--- src/rtl/binary_trie_max_xor_macros.svh ---
// assertion helpers shared by the rtl
`ifndef BINARY_TRIE_MAX_XOR_MACROS_SVH
`define BINARY_TRIE_MAX_XOR_MACROS_SVH

// holds at every clock edge out of reset
`define BTMX_CHECK(lbl, cond, msg) \
    lbl: assert property (@(posedge i_clk) disable iff (!i_rst_n) (cond)) else $error(msg);

// same-cycle implication
`define BTMX_IMPLY(lbl, ante, cons, msg) \
    lbl: assert property (@(posedge i_clk) disable iff (!i_rst_n) (ante) |-> (cons)) \
        else $error(msg);

// next-cycle implication
`define BTMX_NEXT(lbl, ante, cons, msg) \
    lbl: assert property (@(posedge i_clk) disable iff (!i_rst_n) (ante) |=> (cons)) \
        else $error(msg);

`endif

--- src/rtl/btmx_pkg.sv ---
`timescale 1ns / 1ps
package btmx_pkg;

    localparam int VALUE_W = 32;
    localparam int CMD_W   = 2;

    localparam logic [CMD_W-1:0] CMD_INSERT = 2'd0;
    localparam logic [CMD_W-1:0] CMD_QUERY  = 2'd1;
    localparam logic [CMD_W-1:0] CMD_CLEAR  = 2'd2;

    localparam int STEP_W = 4;
    localparam int ACT_W  = 4;
    localparam int COND_W = 4;

    // program steps
    localparam logic [STEP_W-1:0] S_RST      = 4'd0;
    localparam logic [STEP_W-1:0] S_FIN      = 4'd1;
    localparam logic [STEP_W-1:0] S_IDLE     = 4'd2;
    localparam logic [STEP_W-1:0] S_DISP_INS = 4'd3;
    localparam logic [STEP_W-1:0] S_DISP_QRY = 4'd4;
    localparam logic [STEP_W-1:0] S_DISP_CLR = 4'd5;
    localparam logic [STEP_W-1:0] S_NOP      = 4'd6;
    localparam logic [STEP_W-1:0] S_INS_CHK  = 4'd7;
    localparam logic [STEP_W-1:0] S_INS_WALK = 4'd8;
    localparam logic [STEP_W-1:0] S_INS_LEAF = 4'd9;
    localparam logic [STEP_W-1:0] S_QRY_CHK  = 4'd10;
    localparam logic [STEP_W-1:0] S_QRY_WALK = 4'd11;
    localparam logic [STEP_W-1:0] S_QRY_END  = 4'd12;
    localparam logic [STEP_W-1:0] S_CLR      = 4'd13;

    // datapath actions
    localparam logic [ACT_W-1:0] A_NONE     = 4'd0;
    localparam logic [ACT_W-1:0] A_ROOT     = 4'd1;
    localparam logic [ACT_W-1:0] A_EMIT     = 4'd2;
    localparam logic [ACT_W-1:0] A_LOAD     = 4'd3;
    localparam logic [ACT_W-1:0] A_POOL     = 4'd4;
    localparam logic [ACT_W-1:0] A_INS_STEP = 4'd5;
    localparam logic [ACT_W-1:0] A_INS_END  = 4'd6;
    localparam logic [ACT_W-1:0] A_QCHK     = 4'd7;
    localparam logic [ACT_W-1:0] A_QRY_STEP = 4'd8;
    localparam logic [ACT_W-1:0] A_QRY_END  = 4'd9;
    localparam logic [ACT_W-1:0] A_CLEAR    = 4'd10;

    // jump conditions
    localparam logic [COND_W-1:0] C_ALWAYS   = 4'd0;
    localparam logic [COND_W-1:0] C_NO_ITEM  = 4'd1;
    localparam logic [COND_W-1:0] C_CMD_INS  = 4'd2;
    localparam logic [COND_W-1:0] C_CMD_QRY  = 4'd3;
    localparam logic [COND_W-1:0] C_CMD_CLR  = 4'd4;
    localparam logic [COND_W-1:0] C_POOL_LOW = 4'd5;
    localparam logic [COND_W-1:0] C_MORE     = 4'd6;
    localparam logic [COND_W-1:0] C_EMPTY    = 4'd7;
    localparam logic [COND_W-1:0] C_OUT_BUSY = 4'd8;

    typedef struct packed {
        logic [ACT_W-1:0]  act;
        logic [COND_W-1:0] cond;
        logic [STEP_W-1:0] target;
    } t_uword;

    typedef struct packed {
        logic no_item;
        logic cmd_ins;
        logic cmd_qry;
        logic cmd_clr;
        logic pool_low;
        logic more;
        logic empty;
        logic out_busy;
    } t_flags;

    // control store: jump to target when cond holds, else fall through
    function automatic t_uword uc_fetch(input logic [STEP_W-1:0] step);
        t_uword w;
        unique case (step)
            S_RST:      w = '{A_ROOT,     C_ALWAYS,   S_IDLE};
            S_FIN:      w = '{A_EMIT,     C_OUT_BUSY, S_FIN};
            S_IDLE:     w = '{A_LOAD,     C_NO_ITEM,  S_IDLE};
            S_DISP_INS: w = '{A_NONE,     C_CMD_INS,  S_INS_CHK};
            S_DISP_QRY: w = '{A_NONE,     C_CMD_QRY,  S_QRY_CHK};
            S_DISP_CLR: w = '{A_NONE,     C_CMD_CLR,  S_CLR};
            S_NOP:      w = '{A_NONE,     C_ALWAYS,   S_FIN};
            S_INS_CHK:  w = '{A_POOL,     C_POOL_LOW, S_FIN};
            S_INS_WALK: w = '{A_INS_STEP, C_MORE,     S_INS_WALK};
            S_INS_LEAF: w = '{A_INS_END,  C_ALWAYS,   S_FIN};
            S_QRY_CHK:  w = '{A_QCHK,     C_EMPTY,    S_FIN};
            S_QRY_WALK: w = '{A_QRY_STEP, C_MORE,     S_QRY_WALK};
            S_QRY_END:  w = '{A_QRY_END,  C_ALWAYS,   S_FIN};
            S_CLR:      w = '{A_CLEAR,    C_ALWAYS,   S_FIN};
            default:    w = '{A_NONE,     C_ALWAYS,   S_IDLE};
        endcase
        return w;
    endfunction

endpackage

--- src/rtl/btmx_seq.sv ---
`timescale 1ns / 1ps
module btmx_seq (
    input  logic              i_clk,
    input  logic              i_rst_n,
    input  btmx_pkg::t_flags  i_flags,
    output btmx_pkg::t_uword  o_ctl
);
    import btmx_pkg::*;

    logic [STEP_W-1:0] r_step;
    logic [STEP_W-1:0] n_step;
    t_uword            w_word;
    logic              w_taken;

    assign w_word = uc_fetch(r_step);
    assign o_ctl  = w_word;

    always_comb begin
        unique case (w_word.cond)
            C_ALWAYS:   w_taken = 1'b1;
            C_NO_ITEM:  w_taken = i_flags.no_item;
            C_CMD_INS:  w_taken = i_flags.cmd_ins;
            C_CMD_QRY:  w_taken = i_flags.cmd_qry;
            C_CMD_CLR:  w_taken = i_flags.cmd_clr;
            C_POOL_LOW: w_taken = i_flags.pool_low;
            C_MORE:     w_taken = i_flags.more;
            C_EMPTY:    w_taken = i_flags.empty;
            C_OUT_BUSY: w_taken = i_flags.out_busy;
            default:    w_taken = 1'b1;
        endcase
    end

    assign n_step = w_taken ? w_word.target : r_step + STEP_W'(1);

    always_ff @(posedge i_clk) begin
        if (!i_rst_n) begin
            r_step <= S_RST;
        end else begin
            r_step <= n_step;
        end
    end
endmodule

--- config.mk ---
export PLATFORM = sky130hd
export DESIGN_NAME = btmx_seq
export DESIGN_NICKNAME = d
export VERILOG_FILES = /design/src/rtl/binary_trie_max_xor_macros.svh /design/src/rtl/btmx_pkg.sv /design/src/rtl/btmx_seq.sv
export SDC_FILE = /design/constraint.sdc
export NUM_CORES = 1
export LEC_CHECK = 0
export ABC_AREA = 1
export CAP_MARGIN = 10
export CELL_PAD_IN_SITES_DETAIL_PLACEMENT = 1
export CELL_PAD_IN_SITES_GLOBAL_PLACEMENT = 1
export CORE_ASPECT_RATIO = 2
export CORE_MARGIN = 2
export CORE_UTILIZATION = 25
export DETAILED_ROUTE_END_ITERATION = 8
export DONT_BUFFER_PORTS = 1
export HOLD_SLACK_MARGIN = 0.06
export PLACE_DENSITY = 0.58
export SLEW_MARGIN = 0
export SYNTH_ARGS = -nofsm -noshare
export SYNTH_HDL_FRONTEND = slang
export SYNTH_SLANG_ARGS = --single-unit
--- constraint.sdc ---
create_clock -name i_clk -period 3.1 [get_ports i_clk]
set_clock_uncertainty 0.2 [all_clocks]
set_input_delay 0.62 -clock i_clk [delete_from_list [all_inputs] [get_ports i_clk]]
set_output_delay 0.62 -clock i_clk [all_outputs]
set_load 0.02 [all_outputs]
; ---- Yosys cells after proc, flatten, opt, wreduce, memory -nomap -nowiden
; Memories as Yosys holds them, arrays and structs flattened. A register that Yosys moved wholly into a read port is not among the register bits.
; Index checks and enable logic that the tools add are counted.
; Widths: inputs -> output; s select.
[totals]
regBits = 4
memories = 1
romBits = 192
input_bits = 10
elab_cells = 14
out_inout_bits = 12
[memory_table]
columns = memory, words, width, rd, rd_ports_with_merged_regs, write_ports, line
row1 = (name not given), 16, 12, 1, 1, 0, btmx_pkg.sv:75  ; unique case (step)
[classes]
mux = 3
n_addsub = 1
eq_ne = 8
[op_table]
columns = op, n
row1 = $eq 4x3->1 const B, 4
row2 = $eq 4x2->1 const B, 2
row3 = $mux 4, 2
row4 = $pmux 1 s8, 1
row5 = $add 4x1->4 const B, 1
row6 = $eq 4x1->1 const B, 1
row7 = $eq 4x4->1 const B, 1

; ---- Logic depth before layout (Yosys ltp)
[depth]
ltp_word = 4
ltp_mapped = 14
depth_no_buf = 14

; ---- Worst setup path before layout
; Ideal clock, no wire load.
[synth_path]
path_type = input-to-reg
start = in i_flags[7] in the netlist's numbering
end = reg o_ctl[3] (netlist name)
required_time_ns = 2.782
setup_ns = 0.118
cell_stages = 12
path_buffers = 0
path_slack_ns = 1.076
arrival_time_ns = 1.706
path_cell_list = inv_1 > nand2_1 > nand2_1 > nand3_1 > nand3_2 > nand2_4 > nand2_1 > nand3_1 > ha_1 > inv_1 > nand3_1 > o21ai_1
[synth_via]
elab_chain_cells = 3
[synth_rtl]
columns = item, line
row1 = start: declaration, btmx_seq.sv:5  ; input btmx_pkg::t_flags i_flags,
row2 = $pmux 1 s8, btmx_seq.sv:19  ; unique case (w_word.cond)
row3 = $mux 4, btmx_seq.sv:33  ; assign n_step = w_taken ? w_word.target : r_step + STEP_W'(1);
row4 = $mux 4 (no line), n/a
; No other way between the ends.
; A chain may end at the register's enable or synchronous reset.

; ---- Worst setup path after layout
[layout_path]
start = reg o_ctl[4] (netlist name)
end = reg o_ctl[2] (netlist name)
[layout_via]
elab_chain_cells = 4
elab_cells_between_ends = 11
cone_classes = eq/ne: 8 / mux: 3
[layout_rtl]
columns = item, line
row1 = "$eq 4x4->1, or another cell as far along", btmx_seq.sv:19
row2 = $pmux 1 s8 (*), btmx_seq.sv:19
row3 = $mux 4 (*), btmx_seq.sv:33
row4 = $mux 4 (no line) (*), n/a
; Mark *: on every way between the ends. The rest lies on a longest branch, timed or not.

==> metrics <==
GPL Wtd Cong around 0.83; # IOs 22; total power 1341 uW; top cell type's share of synthesized area 0.3596; top sig layer met4; Finished Cell Area just under 1000 um2; reg2reg end o_ctl[2]; Worst-Margin Slew 0.3744 ns; Area Overhead vs Synth 10.11%; dpl ws 0.7755 ns; syn_area_per_cell 7.884 um2; total of max-cap violations 0; Post-CTS Resized 0; largest fanout on the critical path 6; Antenna diodes 0; hold_buf cts 0; Unique masters post-synth 27; die area around 4100 um2; WP buf/inv 2; netlist area before placement 890.9 um2; Post-Syn Instances 113; die height around 88 um; Skew-Pair Late Insertion Delay 0.25 ns; vias per cell 4.509; cell-internal power around 630 uW; drt wl/cell 14.29 um; detailed-route wire length 2.330 mm; initial drt markers 10; Clk pwr share 0.115; Initial DRT Pass Iterations 3; metal3 WL about 110 um; Mapped Nets approximately 130; GRT Total Usage 0.1321; clk slew on worst S/H paths 0.06 ns; CTS Buf Count 3; fin. max-slew vios 0; peak supply drop 0.4064 mV; DIE WIDTH 46.21 um; Sequential Power Share 0.333; row count 30; metal2 WL 1.375 mm; first-pass GRT wire length 3.753 mm; final-report setup violation count 0; leakage 0.0004715 uW; synth warn 0; initial core utilization 0.2608; total negative slack 0 ns; Synth Flop Type dfxtp_1; CP max-delay cell dfxtp_1; Final min period 2.339 ns; # H-tree levels 1; Switching Share 0.5297; Post-CTS Setup Inserts 0; top cell type by total area after synthesis dfxtp_1; register area between 300 and 400 um2; CP delay by family, top simple AND/OR/NAND/NOR gates; Most Frequent Cell on Critical Path nand2_1; RSZ-0062 raised after global routing false; outcome finished clean; antenna violations before repair 0; slack of the critical path 0.7613 ns; Post-synth EDFFs 0; Sw Pwr 710.1 uW; number of synthesized register bits 16; Hold Path Cell Cnt 2; startpoint types flop; sequential fraction of the synthesis area 0.3596; core area 3416 um2; WL met1 768 um; clock sink total 16; worst min path class input port to flop; CTS tree done; DRC violations left 0; worst-path cell chain inv_2, a21oi_2, nand3_1, nand3_2, nand2_4, nand2_1, inv_1, nor2_2, ha_1, nand2_1, a21oi_1; Arr. time, crit path 2.30 ns; vias in the first global route around 830; final worst path period share 0.7544; Cell Pwr Density 1367 nW/um2; fill cell count roughly 420; proportion of layout cells with a drive suffix above 1 0.1913; critical path class flop to flop; CP max stage delay about 0.54 ns; PortBufs 0; largest buffer count on any clock path 2; top cells by area, synth dfxtp_1 (36%), nand3_1 (11%), nand2_1 (11%); ys async rst share 0; GRT overflow 0; Max Fclk around 430 MHz; r2r setup slk 0.76 ns; vias post-DR 735; Worst Hold Launch i_rst_n; Detail Placement HPWL 1.927 mm; Crit. End Element flop; Max-slew headroom 0.7501; Fin. Hold Viols 0; Gate power share 0.552; largest net degree at the start of global routing 11; required time of the critical path 3.06 ns; NumNets Final 133; placed cell areas 939.7 um2; Clock Tree Root clkbuf_8; Worst R2R Path Depth 11; post-route antenna net violation count 0; worst r2r src o_ctl[4]; Worst Hold Path EP r_step[0]; multi-input logic area a little under 500 um2
==> routing by layer <==
metal | global-route usage | vias up
li1 | - | 366
met1 | 0.1151 | 340
met2 | 0.2513 | 23
met3 | 0.02653 | 6
met4 | 0.08052 | 0
met5 | 0 | -
==> worst register-to-register path: stages, from the launching register on <==
cell     delay [ns]
dfxtp_1        0.54
inv_2          0.11
a21oi_2        0.13
nand3_1        0.09
nand3_2        0.12
nand2_4        0.09
nand2_1        0.11
inv_1          0.07
nor2_2         0.23
ha_1           0.24
nand2_1        0.10
a21oi_1        0.23
==> cells by family after synthesis <==
family                   after synthesis  share of synthesized area
buffers and inverters                 17                    0.08849
adder cells (fa/ha/maj)                6                    0.08427
AND/OR/NAND/NOR                       63                     0.3919
flip-flops                            16                     0.3596
AO/OA/AOI/OAI                          9                    0.05617
XOR/XNOR                               2                    0.01967
==> cell usage in the layout (no fill, tap or decap), drive strengths merged <==
cell type,instances
o22ai,1
dfxtp,16
xnor2,1
nor2,6
nor3,1
and3,1
a21oi,2
xor2,1
nand3,21
inv,15
nand3b,1
clkbuf,3
ha,6
o21ai,6
clkinv,1
nand2,33
==> power by group through the flow <==
stage	clock, uW	sequential (uW)	combinational, uW
floorplan	0	434	587
global placement	0	451	730
detailed placement	0	454	746
CTS	158	450	756
global route	171	462	838
finish	155	446	740
==> registers in the layout (all words and copies together), names as in the netlist <==
| register | count |
|---|---|
| o_ctl | 12 |
| r_step | 4 |
==> synth_stat cells (2+ instances only) <==
cell,number
nand2_1,25
nand3_1,19
dfxtp_1,16
inv_1,12
ha_1,6
nand2_2,6
o21ai_1,5
nor2_1,3
inv_2,2
nand2_4,2
==> how the worst max path moves through the flow <==
stage	end	slack, ns	startpoint	cells after the start
floorplan	o_ctl[3]	1.08	i_flags[7]	12
global placement	o_ctl[2]	0.82	o_ctl[4]	11
detailed placement	o_ctl[2]	0.78	o_ctl[4]	11
CTS	o_ctl[2]	0.75	o_ctl[4]	11
global route	o_ctl[2]	0.59	o_ctl[4]	11
finish	o_ctl[2]	0.76	o_ctl[4]	11
==> through the flow <==
| stage | hold slack (ns) | util | cells |
|---|---|---|---|
| final | 0.3463 | 0.2872 | 163 |
| after global routing | 0.3539 | 0.2872 | 163 |
| after CTS | 0.3452 | 0.2872 | 163 |
| after detailed placement | 0.4924 | 0.2751 | 160 |
| after global placement | 0.4485 | 0.2751 | 160 |
| after floorplan | 0.3668 | - | 113 |
==> area by class of cell <==
| class | count | share of cell area |
|---|---|---|
| well taps | 48 | 0.06122 |
| flip-flops and latches | 16 | 0.3265 |
| clock buffers | 3 | 0.04209 |
| inverters | 16 | 0.06888 |
| multi-input cells | 80 | 0.5013 |
Power figures use the tool's default switching activity.
